`src/udpdt_pkg.sv`:
```
// Shared types and constants of the UDP port demultiplex table.
// Used by the interfaces' users, the front end, the command queue, the back end and the top.
package udpdt_pkg;

  localparam int Slots      = 64;
  localparam int SlotIdxW   = (Slots > 1) ? $clog2(Slots) : 1;
  localparam int QueueDepth = 2;
  localparam int QueuePtrW  = $clog2(QueueDepth);

  localparam logic [15:0] AutoPortBaseRst   = 16'd1024;
  localparam logic [15:0] ReservedMaskRst   = 16'hFFC0;
  localparam logic [31:0] BroadcastAddrRst  = 32'hFFFF_FFFF;
  localparam logic [31:0] LocalAddrRst      = 32'h0000_0000;

  typedef enum logic [1:0] {
    OP_ALLOC  = 2'd0,
    OP_BIND   = 2'd1,
    OP_FREE   = 2'd2,
    OP_LOOKUP = 2'd3
  } opcode_e;

  typedef enum logic [2:0] {
    ST_OK        = 3'd0,
    ST_BAD_PORT  = 3'd1,
    ST_NOT_ALLOC = 3'd2,
    ST_FULL      = 3'd3,
    ST_NO_MATCH  = 3'd4
  } status_e;

  typedef enum logic [1:0] {
    CFG_AUTO_BASE  = 2'd0,
    CFG_RSV_MASK   = 2'd1,
    CFG_BCAST_ADDR = 2'd2,
    CFG_LOCAL_ADDR = 2'd3
  } cfg_idx_e;

  typedef struct packed {
    logic [15:0] auto_port_base;
    logic [15:0] reserved_port_mask;
    logic [31:0] broadcast_address;
    logic [31:0] local_address;
  } cfg_t;

  typedef struct packed {
    opcode_e     op;
    logic [5:0]  slot;
    logic [15:0] port;
    logic [31:0] addr;
    logic        bad_port;
  } cmd_t;

endpackage

```
`src/udpdt_queue.sv`:
```
// Short command queue between front and back end of the demultiplex table.
// Depends on udpdt_pkg.
module udpdt_queue
  import udpdt_pkg::*;
(
  input  logic clk_i,
  input  logic rst_ni,
  input  logic push_i,
  input  cmd_t cmd_i,
  output logic full_o,
  input  logic pop_i,
  output cmd_t cmd_o,
  output logic empty_o
);

  cmd_t                 mem_q [QueueDepth];
  logic [QueuePtrW-1:0] wr_ptr_q;
  logic [QueuePtrW-1:0] rd_ptr_q;
  logic [QueuePtrW:0]   count_q;
  logic                 do_push;
  logic                 do_pop;

  assign full_o  = count_q == (QueuePtrW + 1)'(QueueDepth);
  assign empty_o = count_q == '0;
  assign do_push = push_i && !full_o;
  assign do_pop  = pop_i && !empty_o;
  assign cmd_o   = mem_q[rd_ptr_q];

  function automatic logic [QueuePtrW-1:0] next_ptr(input logic [QueuePtrW-1:0] p);
    logic [QueuePtrW-1:0] n;
    n = (p == QueuePtrW'(QueueDepth - 1)) ? '0 : p + 1'b1;
    return n;
  endfunction

  always_ff @(posedge clk_i or negedge rst_ni) begin
    if (!rst_ni) begin
      wr_ptr_q <= '0;
      rd_ptr_q <= '0;
      count_q  <= '0;
    end else begin
      if (do_push) begin
        wr_ptr_q <= next_ptr(wr_ptr_q);
      end
      if (do_pop) begin
        rd_ptr_q <= next_ptr(rd_ptr_q);
      end
      if (do_push && !do_pop) begin
        count_q <= count_q + 1'b1;
      end else if (do_pop && !do_push) begin
        count_q <= count_q - 1'b1;
      end
    end
  end

  always_ff @(posedge clk_i) begin
    if (do_push) begin
      mem_q[wr_ptr_q] <= cmd_i;
    end
  end

endmodule

```
`config.mk`:
```
export PLATFORM = sky130hd
export DESIGN_NAME = udpdt_queue
export DESIGN_NICKNAME = d
export VERILOG_FILES = /design/src/udpdt_pkg.sv /design/src/udpdt_queue.sv
export SDC_FILE = /design/constraint.sdc
export NUM_CORES = 1
export LEC_CHECK = 0
export ABC_AREA = 1
export ABC_CLOCK_PERIOD_IN_PS = 4660
export BUFFER_PORTS_ARGS = -buffer_cell sky130_fd_sc_hd__buf_2
export CAP_MARGIN = 20
export CORE_MARGIN = 5
export CORE_UTILIZATION = 40
export CTS_CLUSTER_DIAMETER = 120
export CTS_CLUSTER_SIZE = 8
export DETAILED_ROUTE_END_ITERATION = 12
export HOLD_SLACK_MARGIN = 0.02
export PLACE_DENSITY = 0.62
export SYNTH_ARGS = -nofsm -noshare
export SYNTH_HDL_FRONTEND = slang
export SYNTH_SLANG_ARGS = --single-unit
export TNS_END_PERCENT = 5
```
`constraint.sdc`:
```
create_clock -name clk_i -period 4.66 [get_ports clk_i]
set_input_delay 1.165 -clock clk_i [delete_from_list [all_inputs] [get_ports clk_i]]
set_output_delay 1.165 -clock clk_i [all_outputs]
set_load 0.01 [all_outputs]
```
; Word level (Yosys, flattened, before mapping)
; Memories as Yosys holds them, arrays and structs flattened.
; Index checks and enable logic that the tools add are counted.
[classes]
eq_ne = 1
n_reduce_logical = 10
n_mux = 6
n_addsub = 4
[ops]
columns = operator, n
row1 = 1-bit logical AND, 4
row2 = 1-bit logical NOT, 4
row3 = 1-bit 2-to-1 mux, 4
row4 = 2-bit 2-to-1 mux, 2
row5 = "1-bit adder, second input constant", 2
row6 = "2-bit by 1-bit adder with 2-bit output, second input constant", 1
row7 = "2-bit equality test, second input constant", 1
row8 = 2-bit logical NOT, 1
row9 = 2-bit nonzero test, 1
row10 = "2-bit by 1-bit subtractor with 2-bit output, second input constant", 1
[word_totals]
ff_bits = 4
mem_count = 1
inputBits = 61
ramBits = 114
wordCells = 25
[mem_list]
columns = memory, words, word_bits, rd, rd_ports_with_merged_regs, wr, line
row1 = mem_q, 2, 57, 1, 0, 1, udpdt_queue.sv:16  ; cmd_t mem_q [QueueDepth];

; Longest topological paths before layout
; Gate-level depths: netlist of run 1.
[depth]
word_depth = 7
depth_mapped = 9
ltp_nobuf = 9

; Worst setup path before layout of run 1
; Ideal clock, no wire load.
[synth_path]
kind = input-to-reg
startpoint = input push_i
endpoint = memory mem_q[1][0] (netlist name), enable pin
setup_ns = 0.472
t_required_ns = 4.188
path_slack_ns = 0.530
cell_stages = 2
arrival_time_ns = 3.658
cell_sequence = o21ai_0 > nor2_1
[synth_between]
elab_chain_len = 3
[synth_rtl]
columns = element, line
row1 = "start, declared", udpdt_queue.sv:8  ; input logic push_i,
row2 = 1-bit logical AND, udpdt_queue.sv:25  ; assign do_push = push_i && !full_o;
row3 = 1-bit 2-to-1 mux, udpdt_queue.sv:56  ; if (do_push) begin
row4 = 1-bit 2-to-1 mux (implied by the code), udpdt_queue.sv:57  ; mem_q[wr_ptr_q] <= cmd_i;
row5 = "end, declared", udpdt_queue.sv:16
; Every way passes these cells.

==> out/qor.tcl, run 1 <==
set qor(period_needed_ps) 3210
set qor(syn_inst_count) 330
set qor(fin_nets) 520
set qor(routed_wire_length_per_instance_um) 13.9
set qor(antennaDiodeCount) 0
set qor(routed_wirelength_um) 8490
set qor(clkPwrFrac_pct) 34.9
set qor(netlist_area_um2) 4390
set qor(slew_violations) 0
set qor(setup_viol_count_final) 0
set qor(most_used_standard_cell_by_instance_count_after_synthesis) {nand2_1}
set qor(floorplan.die.height_um) 115
set qor(cts_max_path_buffers) 2
set qor(sequentialPowerShare_pct) 38.0
set qor(grt_util_met1_pct) 15.9
set qor(maximum_number_of_pins_on_one_net_before_global_route_repair) 59
set qor(hpwlAfterDp_um) 5220
set qor(power_leakage_nw) 2.51
set qor(insertion_delay_ps) 500
set qor(cts_repair_resize_count) 0
set qor(setup.worst_path.start_class) {flop}
set qor(portBuffers) 119
set qor(setup_total_negative_slack_ps) 0
set qor(1st_pass_router_iterations) 4
set qor(grt_usage_pct) 13.6
set qor(vias_per_cell) 4.51
set qor(synth-seq-cells) 118
set qor(syn_avg_cell_area_um2) 13.3
set qor(fp.coreArea_um2) 10800
set qor(clkTransAtPathRegs_ps) 60
set qor(synth.yosys.warnings) 0
set qor(clk_root_buffer_cell) {clkbuf_8}
set qor(total_power_mw) 3.98
set qor(rsz_0062_raised_after_global_routing) {false}
set qor(cellPowerDensity_nw_per_um2) 692
set qor(r2r_start) {count_q[1]}
set qor(antenna_violating_nets_post_route) 0
set qor(final.period_utilization_pct) 68.9
set qor(boundaryPins) 120
set qor(hp-class) {input port to asynchronous set/reset pin}
set qor(cts-buffers-inserted) 17
set qor(r2r_cells) 6
set qor(vdd.ir_drop.worst_uv) 356
set qor(global_route_track_usage_on_met2_pct) 22.5
set qor(first_pass_grt_wire_length_um) 13400
set qor(gp_congestion) 0.731
set qor(tritoncts_clock_tree) {done}
set qor(synth_ff_type) {edfxtp_1}
set qor(dieWidth_um) 115
set qor(worst-endpoint-arrival_ps) 2040
set qor(final-hold-violation-count) 0
set qor(grt_antenna_before_repair) 0
set qor(syn_nets) 392
set qor(cpMostUsedCell) {nand2_1}
set qor(result_of_the_run) {complete, no violations}
set qor(number_of_enable_type_register_cells_in_the_synthesized_netlist) 114
set qor(met3_track_usage_gr_pct) 4.53
set qor(first_global_vias) 2831
set qor(power.internal_mw) 2.78
set qor(cpMaxStageDelayCell) {inv_2}
set qor(grt_busiest_layer) {met2}
set qor(die-area_um2) 13200
set qor(worst-slew-pin-transition_ps) 1030
set qor(standard_cell_row_count) 38
set qor(netlist-cell-type-count) 15
set qor(reg2reg_setup_slack_ps) 2420
set qor(htreeDepth) 4
set qor(sw_frac_of_total_pct) 30.1
set qor(startpoint) {rd_ptr_q}
set qor(r2r_end) {mem_q[0][19]}
set qor(floorplan.initialDensity_pct) 40.7
set qor(path_max_fanout) 58
set qor(synthDominantAreaCellType) {edfxtp_1}
set qor(slew_headroom_pct) 31.4
set qor(required_ps) 3490
set qor(maximum_single_stage_delay_on_the_critical_path_ps) 740
set qor(dr.first_iter.drc_count) 111
set qor(combinationalPowerShare_pct) 27.1
set qor(critPathKind) {flop to output port}
set qor(cts.hold.buffers_added) 0
set qor(layout-area-overhead-vs-synth_pct) 31.2
set qor(synthArstFlopShare_pct) 3.39
set qor(end_kind) {output port}
set qor(drive_above_1_share_pct) 32.9
set qor(final.setup_skew_ps) 8.18
set qor(clock-sinks) 118
set qor(synth.cells.most_frequent) {nand2_1 (180), edfxtp_1 (114), buf_2 (7), inv_1 (7)}
set qor(fmax_mhz) 312
set qor(total_switching_power_mw) 1.20
set qor(cts_setup_buffers) 0
set qor(crit_path_cell_trace) {inv_2 -> nand2_1 -> nand2_1 -> buf_2}
set qor(synth_seq_area_share_pct) 80.3
set qor(netlist_top_cells_area) {edfxtp_1 (78%), nand2_1 (15%), dfrtp_1 (2.3%)}
set qor(timing.critical_path.to) {cmd_o[48]}
set qor(route.detailed.drc) 0
set qor(max_cap_violations) 0
set qor(vias) 2756
set qor(yosys.area.top_type_share_pct) 78.0
set qor(grt_overflow) 0
## sequential cells by signal, indices dropped and copies added, names as in the netlist
register / count
mem_q: 114
count_q: 2
rd_ptr_q: 1
wr_ptr_q: 1
## power groups by stage
stage                     Combinational [mW]  Clock (mW)  Sequential, mW
after global placement                  1.10           0            1.53
after global routing                    1.22        1.48            1.53
final                                   1.08        1.39            1.51
after CTS                               1.12        1.42            1.51
after detailed placement                1.12           0            1.53
after floorplan                        0.693           0            1.53
## metrics by stage
step                utilization, %  hold slack [ps]  setup slack, ps  cell area (um^2)  std cells
detailed placement            47.3              471             1640              5110        579
CTS                           53.3              433             1340              5760        611
global route                  53.3              436             1250              5760        611
floorplan                        -              449              530              4390        330
global placement              47.3              475             1720              5110        579
finish                        53.3              459             1450              5760        611
## final cells by class
| cell class | count | area (um^2) |
|---|---|---|
| fillers | 941 | 5040 |
| well taps | 140 | 175 |
| repair buffers | 122 | 631 |
| clock inverters | 8 | 168 |
| flip-flops and latches | 118 | 3520 |
| clock buffers | 24 | 480 |
| inverters | 8 | 30.0 |
| multi-input cells | 191 | 748 |
## worst min path at each step
stage / from / end / depth (start not counted)
3_5_place_dp: wr_ptr_q / wr_ptr_q / 2
6_report: rst_ni / count_q[1] / 1
3_3_place_gp: wr_ptr_q / wr_ptr_q / 2
2_1_floorplan: wr_ptr_q / wr_ptr_q / 2
4_1_cts: rst_ni / count_q[1] / 1
5_1_grt: rst_ni / count_q[1] / 1
## cells in the final DEF, fill, tap and decap left out
| cell type | synthesis | routed |
|---|---|---|
| buf_12 | 0 | 1 |
| inv_1 | 7 | 6 |
| clkbuf_8 | 0 | 5 |
| clkinv_2 | 0 | 2 |
| ha_1 | 1 | 1 |
| dfrtp_2 | 0 | 1 |
| xnor2_1 | 1 | 1 |
| nand2_1 | 180 | 180 |
| edfxtp_1 | 114 | 114 |
| o21ai_0 | 2 | 2 |
| buf_4 | 2 | 2 |
| buf_2 | 7 | 119 |
| nor2_1 | 4 | 3 |
| clkinvlp_4 | 0 | 1 |
| nand4_1 | 1 | 1 |
| clkbuf_16 | 0 | 16 |
| nand3_1 | 1 | 1 |
| nand3b_1 | 1 | 1 |
| nor2_4 | 0 | 1 |
| dfrtp_1 | 4 | 3 |
| bufinv_16 | 0 | 5 |
| clkbuf_1 | 0 | 3 |
| inv_2 | 1 | 2 |
## worst max-delay path: cells and delay by family, from the launching register on
| family | cells | cell delay, ps |
|---|---|---|
| buf+inv | 2 | 880 |
| flops | 1 | 400 |
| simple gates | 2 | 260 |
## cell families (layout without fill, tap and decap cells)
family / count (synthesis) / count (layout) / share of synthesized area (%)
flops: 118 / 118 / 80.3
simple gates: 187 / 187 / 16.2
xor+xnor: 1 / 1 / 0.200
fa+ha+maj: 1 / 1 / 0.285
compound gates: 2 / 2 / 0.228
buf+inv: 21 / 162 / 2.85
## metal layers
| layer | part of all wire (%) | wire length (um) |
|---|---|---|
| met5 | 0 | 0 |
| met3 | 7.3 | 617 |
| met4 | 1.5 | 130 |
| met2 | 50 | 4210 |
| met1 | 42 | 3530 |
(Power assumes the default switching activity.)
==> run 2: changes to the inputs <==
- ABC_AREA: 1 -> 0
- ABC_CLOCK_PERIOD_IN_PS: 4660 -> 2900
- PLACE_DENSITY: 0.62 -> 0.64
- clock period: 4.66 -> 2.9 ns (I/O delays scaled with it)
==> run 2 against run 1 <==
  * Total power is 47% higher
  * Worst hold slack worse by 37 ps
  * Sequential cell count stayed put
  * Non-clock buffer count is 4 higher
  * Cell count is 20% lower
  * Routed wire length is 10% lower
  * Clock skew is 2.1 ps lower
  * Area after synthesis hardly changed
  * Critical path depth is 1 lower
  * Critical path type unchanged
  * Largest cell class unchanged
  * Largest power group unchanged
  * Highest routed layer unchanged
==> out/qor.tcl, run 2 <==
set qor(result_of_the_run) {complete, no violations}
set qor(muxShareOfSynthArea_pct) 16.3 ;# +16 points
set qor(netlist_area_um2) 4390 ;# about the same
set qor(final_cell_area_um2) 5700 ;# -0.93%
set qor(fin_nets) 397 ;# -24%
set qor(path_max_fanout) 29 ;# -50%
set qor(cellPowerDensity_nw_per_um2) 1030 ;# +48%
set qor(max_cap_violations) 0 ;# unchanged
set qor(maximum_number_of_pins_on_one_net_before_global_route_repair) 30 ;# -49%
set qor(critPathKind) {flop to output port}
set qor(1st_pass_router_iterations) 4 ;# unchanged
set qor(vdd.ir_drop.worst_uv) 422 ;# +19%
set qor(required_ps) 2170 ;# -1320 ps
set qor(grt_antenna_before_repair) 0 ;# unchanged
set qor(synth-adder-area-share_pct) 0.285 ;# about the same
set qor(met2_wirelength_um) 3780 ;# -10%
set qor(floorplan.initialDensity_pct) 40.6 ;# about the same
set qor(final.setup_skew_ps) 6.10 ;# -2.07 ps
set qor(boundaryPins) 120 ;# unchanged
set qor(portBuffers) 119 ;# unchanged
set qor(end_kind) {output port}
set qor(synthDominantAreaCellType) {edfxtp_1}
set qor(cts_setup_buffers) 0 ;# unchanged
set qor(highest_count_cells_in_the_layout_ignoring_fill_and_taps) {buf_2 (119), edfxtp_1 (114), mux2_2 (37)}
set qor(layout_commonest_cell) {buf_2}
set qor(post-place-cells) 455 ;# -21%
set qor(largest_register) {mem_q}
set qor(synth.cells.most_frequent) {edfxtp_1 (114), mux2_2 (37), mux2_4 (20)}
set qor(cts_max_path_buffers) 2 ;# unchanged
set qor(cts-buffers-inserted) 17 ;# unchanged
set qor(routed_wirelength_um) 7610 ;# -10%
set qor(routed_wire_length_per_instance_um) 15.7 ;# +13%
set qor(synthArstFlopShare_pct) 3.39 ;# unchanged
set qor(standard_cell_row_count) 38 ;# unchanged
set qor(drive_above_1_share_pct) 59.5 ;# +27 points
set qor(grt_overflow) 0 ;# unchanged
set qor(yosys.area.top_type_share_pct) 78.1 ;# about the same
set qor(insertion_delay_ps) 490 ;# about the same
set qor(hold_depth) 1
set qor(wl_met3_um) 688 ;# +12%
set qor(final.period_utilization_pct) 89.3
set qor(clock-sinks) 118 ;# unchanged
set qor(htreeDepth) 4 ;# unchanged
set qor(fp.coreArea_um2) 10800 ;# unchanged
set qor(floorplan.die.height_um) 115 ;# about the same
set qor(highest_layer) {met4}
set qor(worst-slew-pin-transition_ps) 591 ;# -437 ps
set qor(first_global_vias) 2372 ;# -16%
set qor(first_pass_grt_wire_length_um) 12000 ;# -11%
set qor(die-area_um2) 13200 ;# about the same
set qor(netlist_top_cells_area) {edfxtp_1 (78%), mux2_2 (9.5%), mux2_4 (6.8%)}
set qor(r2r_cells) 4 ;# -2
set qor(worst-endpoint-arrival_ps) 1860 ;# -180 ps
set qor(clk_root_buffer_cell) {clkbuf_8}
set qor(number_of_enable_type_register_cells_in_the_synthesized_netlist) 114 ;# unchanged
set qor(synth_ff_type) {edfxtp_1}
set qor(syn_inst_count) 196 ;# -41%
set qor(layout-area-overhead-vs-synth_pct) 30.0
set qor(syn_nets) 258 ;# -34%
set qor(stdcell_count) 486 ;# -20%
set qor(tritoncts_clock_tree) {done}
set qor(hpwlAfterDp_um) 5100 ;# -2.4%
set qor(dieWidth_um) 115 ;# about the same
set qor(netlist-cell-type-count) 15 ;# unchanged
set qor(antennaDiodeCount) 0 ;# unchanged
set qor(setup_viol_count_final) 0 ;# unchanged
set qor(clkTransAtPathRegs_ps) 50 ;# about the same
set qor(grt_usage_pct) 12.3 ;# -1.2 points
set qor(hp-class) {input port to flop}
set qor(vias) 2176 ;# -21%
set qor(biggestRegsByFlops) {mem_q (114), count_q (2)}
set qor(synth_top_family_by_area) {multiplexers}
set qor(slew_violations) 0 ;# unchanged
set qor(synth.yosys.warnings) 0 ;# unchanged
set qor(synth-xor-area-share_pct) 0.999 ;# +0.80 points
set qor(most_used_standard_cell_by_instance_count_after_synthesis) {edfxtp_1}
set qor(fmax_mhz) 386
set qor(period_needed_ps) 2590
set qor(final_util_pct) 52.8 ;# -0.50 points
set qor(synth-seq-cells) 118 ;# unchanged
set qor(syn_avg_cell_area_um2) 22.4 ;# +68%
set qor(largest_reg_flops) 114 ;# unchanged
set qor(gp_congestion) 0.698 ;# -4.5%
set qor(setup_total_negative_slack_ps) 0 ;# unchanged
set qor(final-hold-violation-count) 0 ;# unchanged
set qor(route.detailed.drc) 0 ;# unchanged
set qor(yosys.area_share.simple_pct) 0.628 ;# -16 points
set qor(power_leakage_nw) 2.23 ;# -11%
set qor(slew_headroom_pct) 60.5 ;# +29 points
set qor(synth_compound_gate_area_share_pct) 0.114 ;# -0.11 points
set qor(synth_seq_area_share_pct) 80.3 ;# about the same
set qor(setup.worst_path.start_class) {flop}
set qor(dr.first_iter.drc_count) 58 ;# -48%
set qor(sum_of_routed_wire_segments_on_met1_um) 3070 ;# -13%
set qor(antenna_violating_nets_post_route) 0 ;# unchanged
set qor(rsz_0062_raised_after_global_routing) {false}
set qor(vias_per_cell) 4.48 ;# -0.74%
set qor(placement.cell_area_um2) 5230 ;# +2.3%
## run 2: worst max-delay path, stage by stage, from the launching register on
cell and delay (ps):
dfrtp_2 590, buf_12 260, mux2_2 370, buf_2 140
## run 2: area by class of cell
class / instances / area [um^2]
Clock inverter: 9 / 38.8
Tap cell: 140 / 175
Inverter: 2 / 7.51
Multi-Input combinational cell: 70 / 815
Sequential cell: 118 / 3520
Fill cell: 881 / 5090
Timing Repair Buffer: 126 / 713
Clock buffer: 21 / 429
## run 2: final timing paths
| path | start | to | slack (ps) |
|---|---|---|---|
| max reg2reg | count_q[0] | mem_q[0][23] | 1080 |
| max | rd_ptr_q | cmd_o[52] | 310 |
| min reg2reg | count_q[1] | count_q[1] | 520 |
| min in group asynchronous | rst_ni | wr_ptr_q | 580 |
| max in group asynchronous | rst_ni | rd_ptr_q | 2180 |
| min | cmd_i[32] | mem_q[0][32] | 420 |
## run 2: metal layers
metal | track usage (%) | up-vias
li1 | - | 1049
met5 | 0 | -
met3 | 6.08 | 5
met1 | 14.4 | 1036
met4 | 4.69 | 0
met2 | 19.8 | 86
## run 2: power breakdown
group | internal, mW | leakage [nW] | total, mW | switching (mW)
logic | 0.884 | 0.889 | 1.75 | 0.865
registers | 2.34 | 1.10 | 2.48 | 0.140
clock network | 1.01 | 0.233 | 1.63 | 0.615
total | 4.23 | 2.23 | 5.85 | 1.62
## run 2: stage by stage
stage / setup WS [ps] / power [mW] / hold WS, ps
finish: 312 / 5.85 / 422
detailed placement: 801 / 4.31 / 511
floorplan: 178 / 3.62 / 429
CTS: 265 / 5.97 / 388
global route: 199 / 6.20 / 377
global placement: 802 / 4.28 / 501
## run 2: logic make-up after synthesis
logic type | Yosys count
AOI/OAI and AO/OA | 1
xor gates and xnor gates | 5
adders and majority gates | 1
buffers and inverters | 8
DFF | 118
muxes | 57
and+or+nand+nor | 6
## run 2: repair_timing
item / in CTS / in global routing
hold buffers: 1 / 0
endpoints found under the hold margin: 4 / 0
gates resized for setup: 0 / 0
==> run 3: changes to the inputs <==
- GPL_TIMING_DRIVEN: unset -> 0
==> run 3 against run 2 <==
  * Non-clock buffer count rose by 1
  * Setup slack better by 140 ps
  * Critical path depth increased by 1
  * Count of clock-buffer cells in the layout shrank 3
  * Routed wire length increased by 0.53%
  * Sequential share of layout area is 0.81 points lower
  * Cell area is 1.3% higher
==> out/qor.tcl, run 3 (synthesis results as in run 2) <==
set qor(maximum_single_stage_delay_on_the_critical_path_ps) 400 ;# -190 ps
set qor(critPathKind) {flop to output port}
set qor(antenna_violating_nets_post_route) 0 ;# unchanged
set qor(power_leakage_nw) 2.25 ;# +1.3%
set qor(first_pass_grt_wire_length_um) 12100 ;# +1.1%
set qor(layout-area-overhead-vs-synth_pct) 31.7
set qor(grt_usage_pct) 12.5 ;# +0.13 points
set qor(cpMaxStageDelayCell) {dfrtp_1}
set qor(cts_repair_resize_count) 0 ;# unchanged
set qor(hpwlAfterDp_um) 4930 ;# -3.2%
set qor(htreeDepth) 4 ;# unchanged
set qor(floorplan.initialDensity_pct) 40.6 ;# unchanged
set qor(setup_viol_count_final) 0 ;# unchanged
set qor(crit_buf_inv) 3 ;# +1
set qor(fin_nets) 398 ;# +0.25%
set qor(fp.coreArea_um2) 10800 ;# unchanged
set qor(path_max_fanout) 10 ;# -66%
set qor(fmax_mhz) 408 ;# +5.6%
set qor(cts_setup_buffers) 0 ;# unchanged
set qor(grt_overflow) 0 ;# unchanged
set qor(routed_wire_length_per_instance_um) 15.6 ;# about the same
set qor(worst-slew-pin-transition_ps) 876 ;# +286 ps
set qor(cts-buffers-inserted) 17 ;# unchanged
set qor(cts.hold.buffers_added) 1 ;# unchanged
set qor(worst-endpoint-arrival_ps) 1730 ;# -130 ps
set qor(setup_total_negative_slack_ps) 0 ;# unchanged
set qor(cpMostUsedCell) {buf_6}
set qor(insertion_delay_ps) 510 ;# +20 ps
set qor(multiInputGateArea_um2) 818 ;# +0.46%
set qor(largest_reg_flops) 114 ;# unchanged
set qor(clkTransAtPathRegs_ps) 60 ;# about the same
set qor(cts_max_path_buffers) 2 ;# unchanged
set qor(slew_violations) 0 ;# unchanged
set qor(final-hold-violation-count) 0 ;# unchanged
set qor(boundaryPins) 120 ;# unchanged
set qor(biggestRegsByFlops) {mem_q (114), count_q (2)}
set qor(clock-sinks) 118 ;# unchanged
set qor(standard_cell_row_count) 38 ;# unchanged
set qor(vdd.ir_drop.worst_uv) 487 ;# +15%
set qor(dr.first_iter.drc_count) 46 ;# -21%
set qor(maximum_number_of_pins_on_one_net_before_global_route_repair) 58 ;# +93%
set qor(routed_wirelength_um) 7650 ;# +0.53%
set qor(antennaDiodeCount) 0 ;# unchanged
set qor(1st_pass_router_iterations) 4 ;# unchanged
set qor(drive_above_1_share_pct) 61.3 ;# +1.8 points
set qor(highest_count_cells_in_the_layout_ignoring_fill_and_taps) {buf_2 (122), edfxtp_1 (114), mux2_2 (37)}
set qor(tritoncts_clock_tree) {done}
set qor(final.period_utilization_pct) 84.6 ;# -4.7 points
set qor(die-area_um2) 13200 ;# unchanged
set qor(required_ps) 2170 ;# about the same
set qor(clk_root_buffer_cell) {clkbuf_8}
set qor(critical-path-top-delay-family) {buffers and inverters}
set qor(result_of_the_run) {complete, no violations}
set qor(hp-class) {input port to flop}
set qor(cellPowerDensity_nw_per_um2) 1070 ;# +4.3%
set qor(final.setup_skew_ps) 10.9 ;# +4.78 ps
set qor(grt_antenna_before_repair) 0 ;# unchanged
set qor(end_kind) {output port}
set qor(final-seq-area_um2) 3520 ;# about the same
set qor(period_needed_ps) 2450 ;# -136 ps
set qor(layout_commonest_cell) {buf_2}
set qor(portBuffers) 119 ;# unchanged
set qor(vias) 2232 ;# +2.6%
set qor(slew_headroom_pct) 41.4 ;# -19 points
set qor(first_global_vias) 2529 ;# +6.6%
set qor(max_cap_violations) 0 ;# unchanged
set qor(filler_cell_count) 911 ;# +3.4%
set qor(route.detailed.drc) 0 ;# unchanged
set qor(floorplan.die.height_um) 115 ;# unchanged
set qor(gp_congestion) 0.686 ;# -1.7%
set qor(vias_per_cell) 4.56 ;# +1.9%
set qor(rsz_0062_raised_after_global_routing) {false}
set qor(largest_register) {mem_q}
set qor(crit_path_cell_trace) {buf_6 -> buf_6 -> mux2_4 -> buf_2}
set qor(setup.worst_path.start_class) {flop}
set qor(total_power_mw) 6.18 ;# +5.6%
set qor(dieWidth_um) 115 ;# unchanged
## run 3: changes by cell type in the layout (fill, tap and decap cells not counted), moves of 2 or more
| cell | before | now |
|---|---|---|
| buf_2 | 119 | 122 |
| buf_12 | 5 | 1 |
| clkinv_4 | 0 | 2 |
| clkinv_1 | 5 | 2 |
| buf_6 | 0 | 3 |
| clkbuf_1 | 4 | 1 |
| bufinv_16 | 0 | 3 |
| clkinvlp_4 | 0 | 4 |
## run 3: path summary, 6_finish.rpt
check                           start            to  slack [ps]  depth (start not counted)
max in group asynchronous      rst_ni      rd_ptr_q        2200                          2
hold / removal              cmd_i[25]  mem_q[1][25]         400                          1
setup reg to reg           count_q[0]  mem_q[0][14]         850                          4
setup / recovery             rd_ptr_q      cmd_o[5]         450                          4
hold reg to reg            count_q[1]    count_q[1]         520                          1
min in group asynchronous      rst_ni    count_q[1]         570                          2
## run 3: final cells by class
cell class / count / area share [%]
clock inverter: 14 / 2.77
sequential: 118 / 61.0
clock buffer: 18 / 7.23
timing repair buffer: 121 / 10.8
inverter: 2 / 0.130
tap: 140 / 3.03
multi-input combinational: 70 / 14.2
buffer: 6 / 0.845
## run 3: metal layers
| metal | vias up | global-route usage, % | share of wire (%) |
|---|---|---|---|
| li1 | 1048 | - | - |
| met1 | 1087 | 14.0 | 39 |
| met2 | 88 | 19.9 | 50 |
| met3 | 9 | 6.45 | 9.7 |
| met4 | 0 | 5.63 | 1.2 |
| met5 | - | 0 | 0 |
## run 3: stage by stage
stage                     area (um^2)  util (%)  hold slack, ps  worst slack [ps]  cells
after CTS                        5780      53.5             377               379    489
after global routing             5780      53.5             362               322    489
after floorplan                  4390         -             429               178    196
after detailed placement         5190      48.1             512               568    456
final                            5780      53.5             404               448    489
after global placement           5160      47.8             496              -824    455
## run 3: power by group
group          total [mW]  switching [mW]  leakage, nW  internal [mW]
registers            2.44           0.103         1.11           2.34
logic                1.74           0.891        0.878          0.846
clock network        2.00           0.708        0.272           1.30
total                6.18            1.70         2.25           4.48
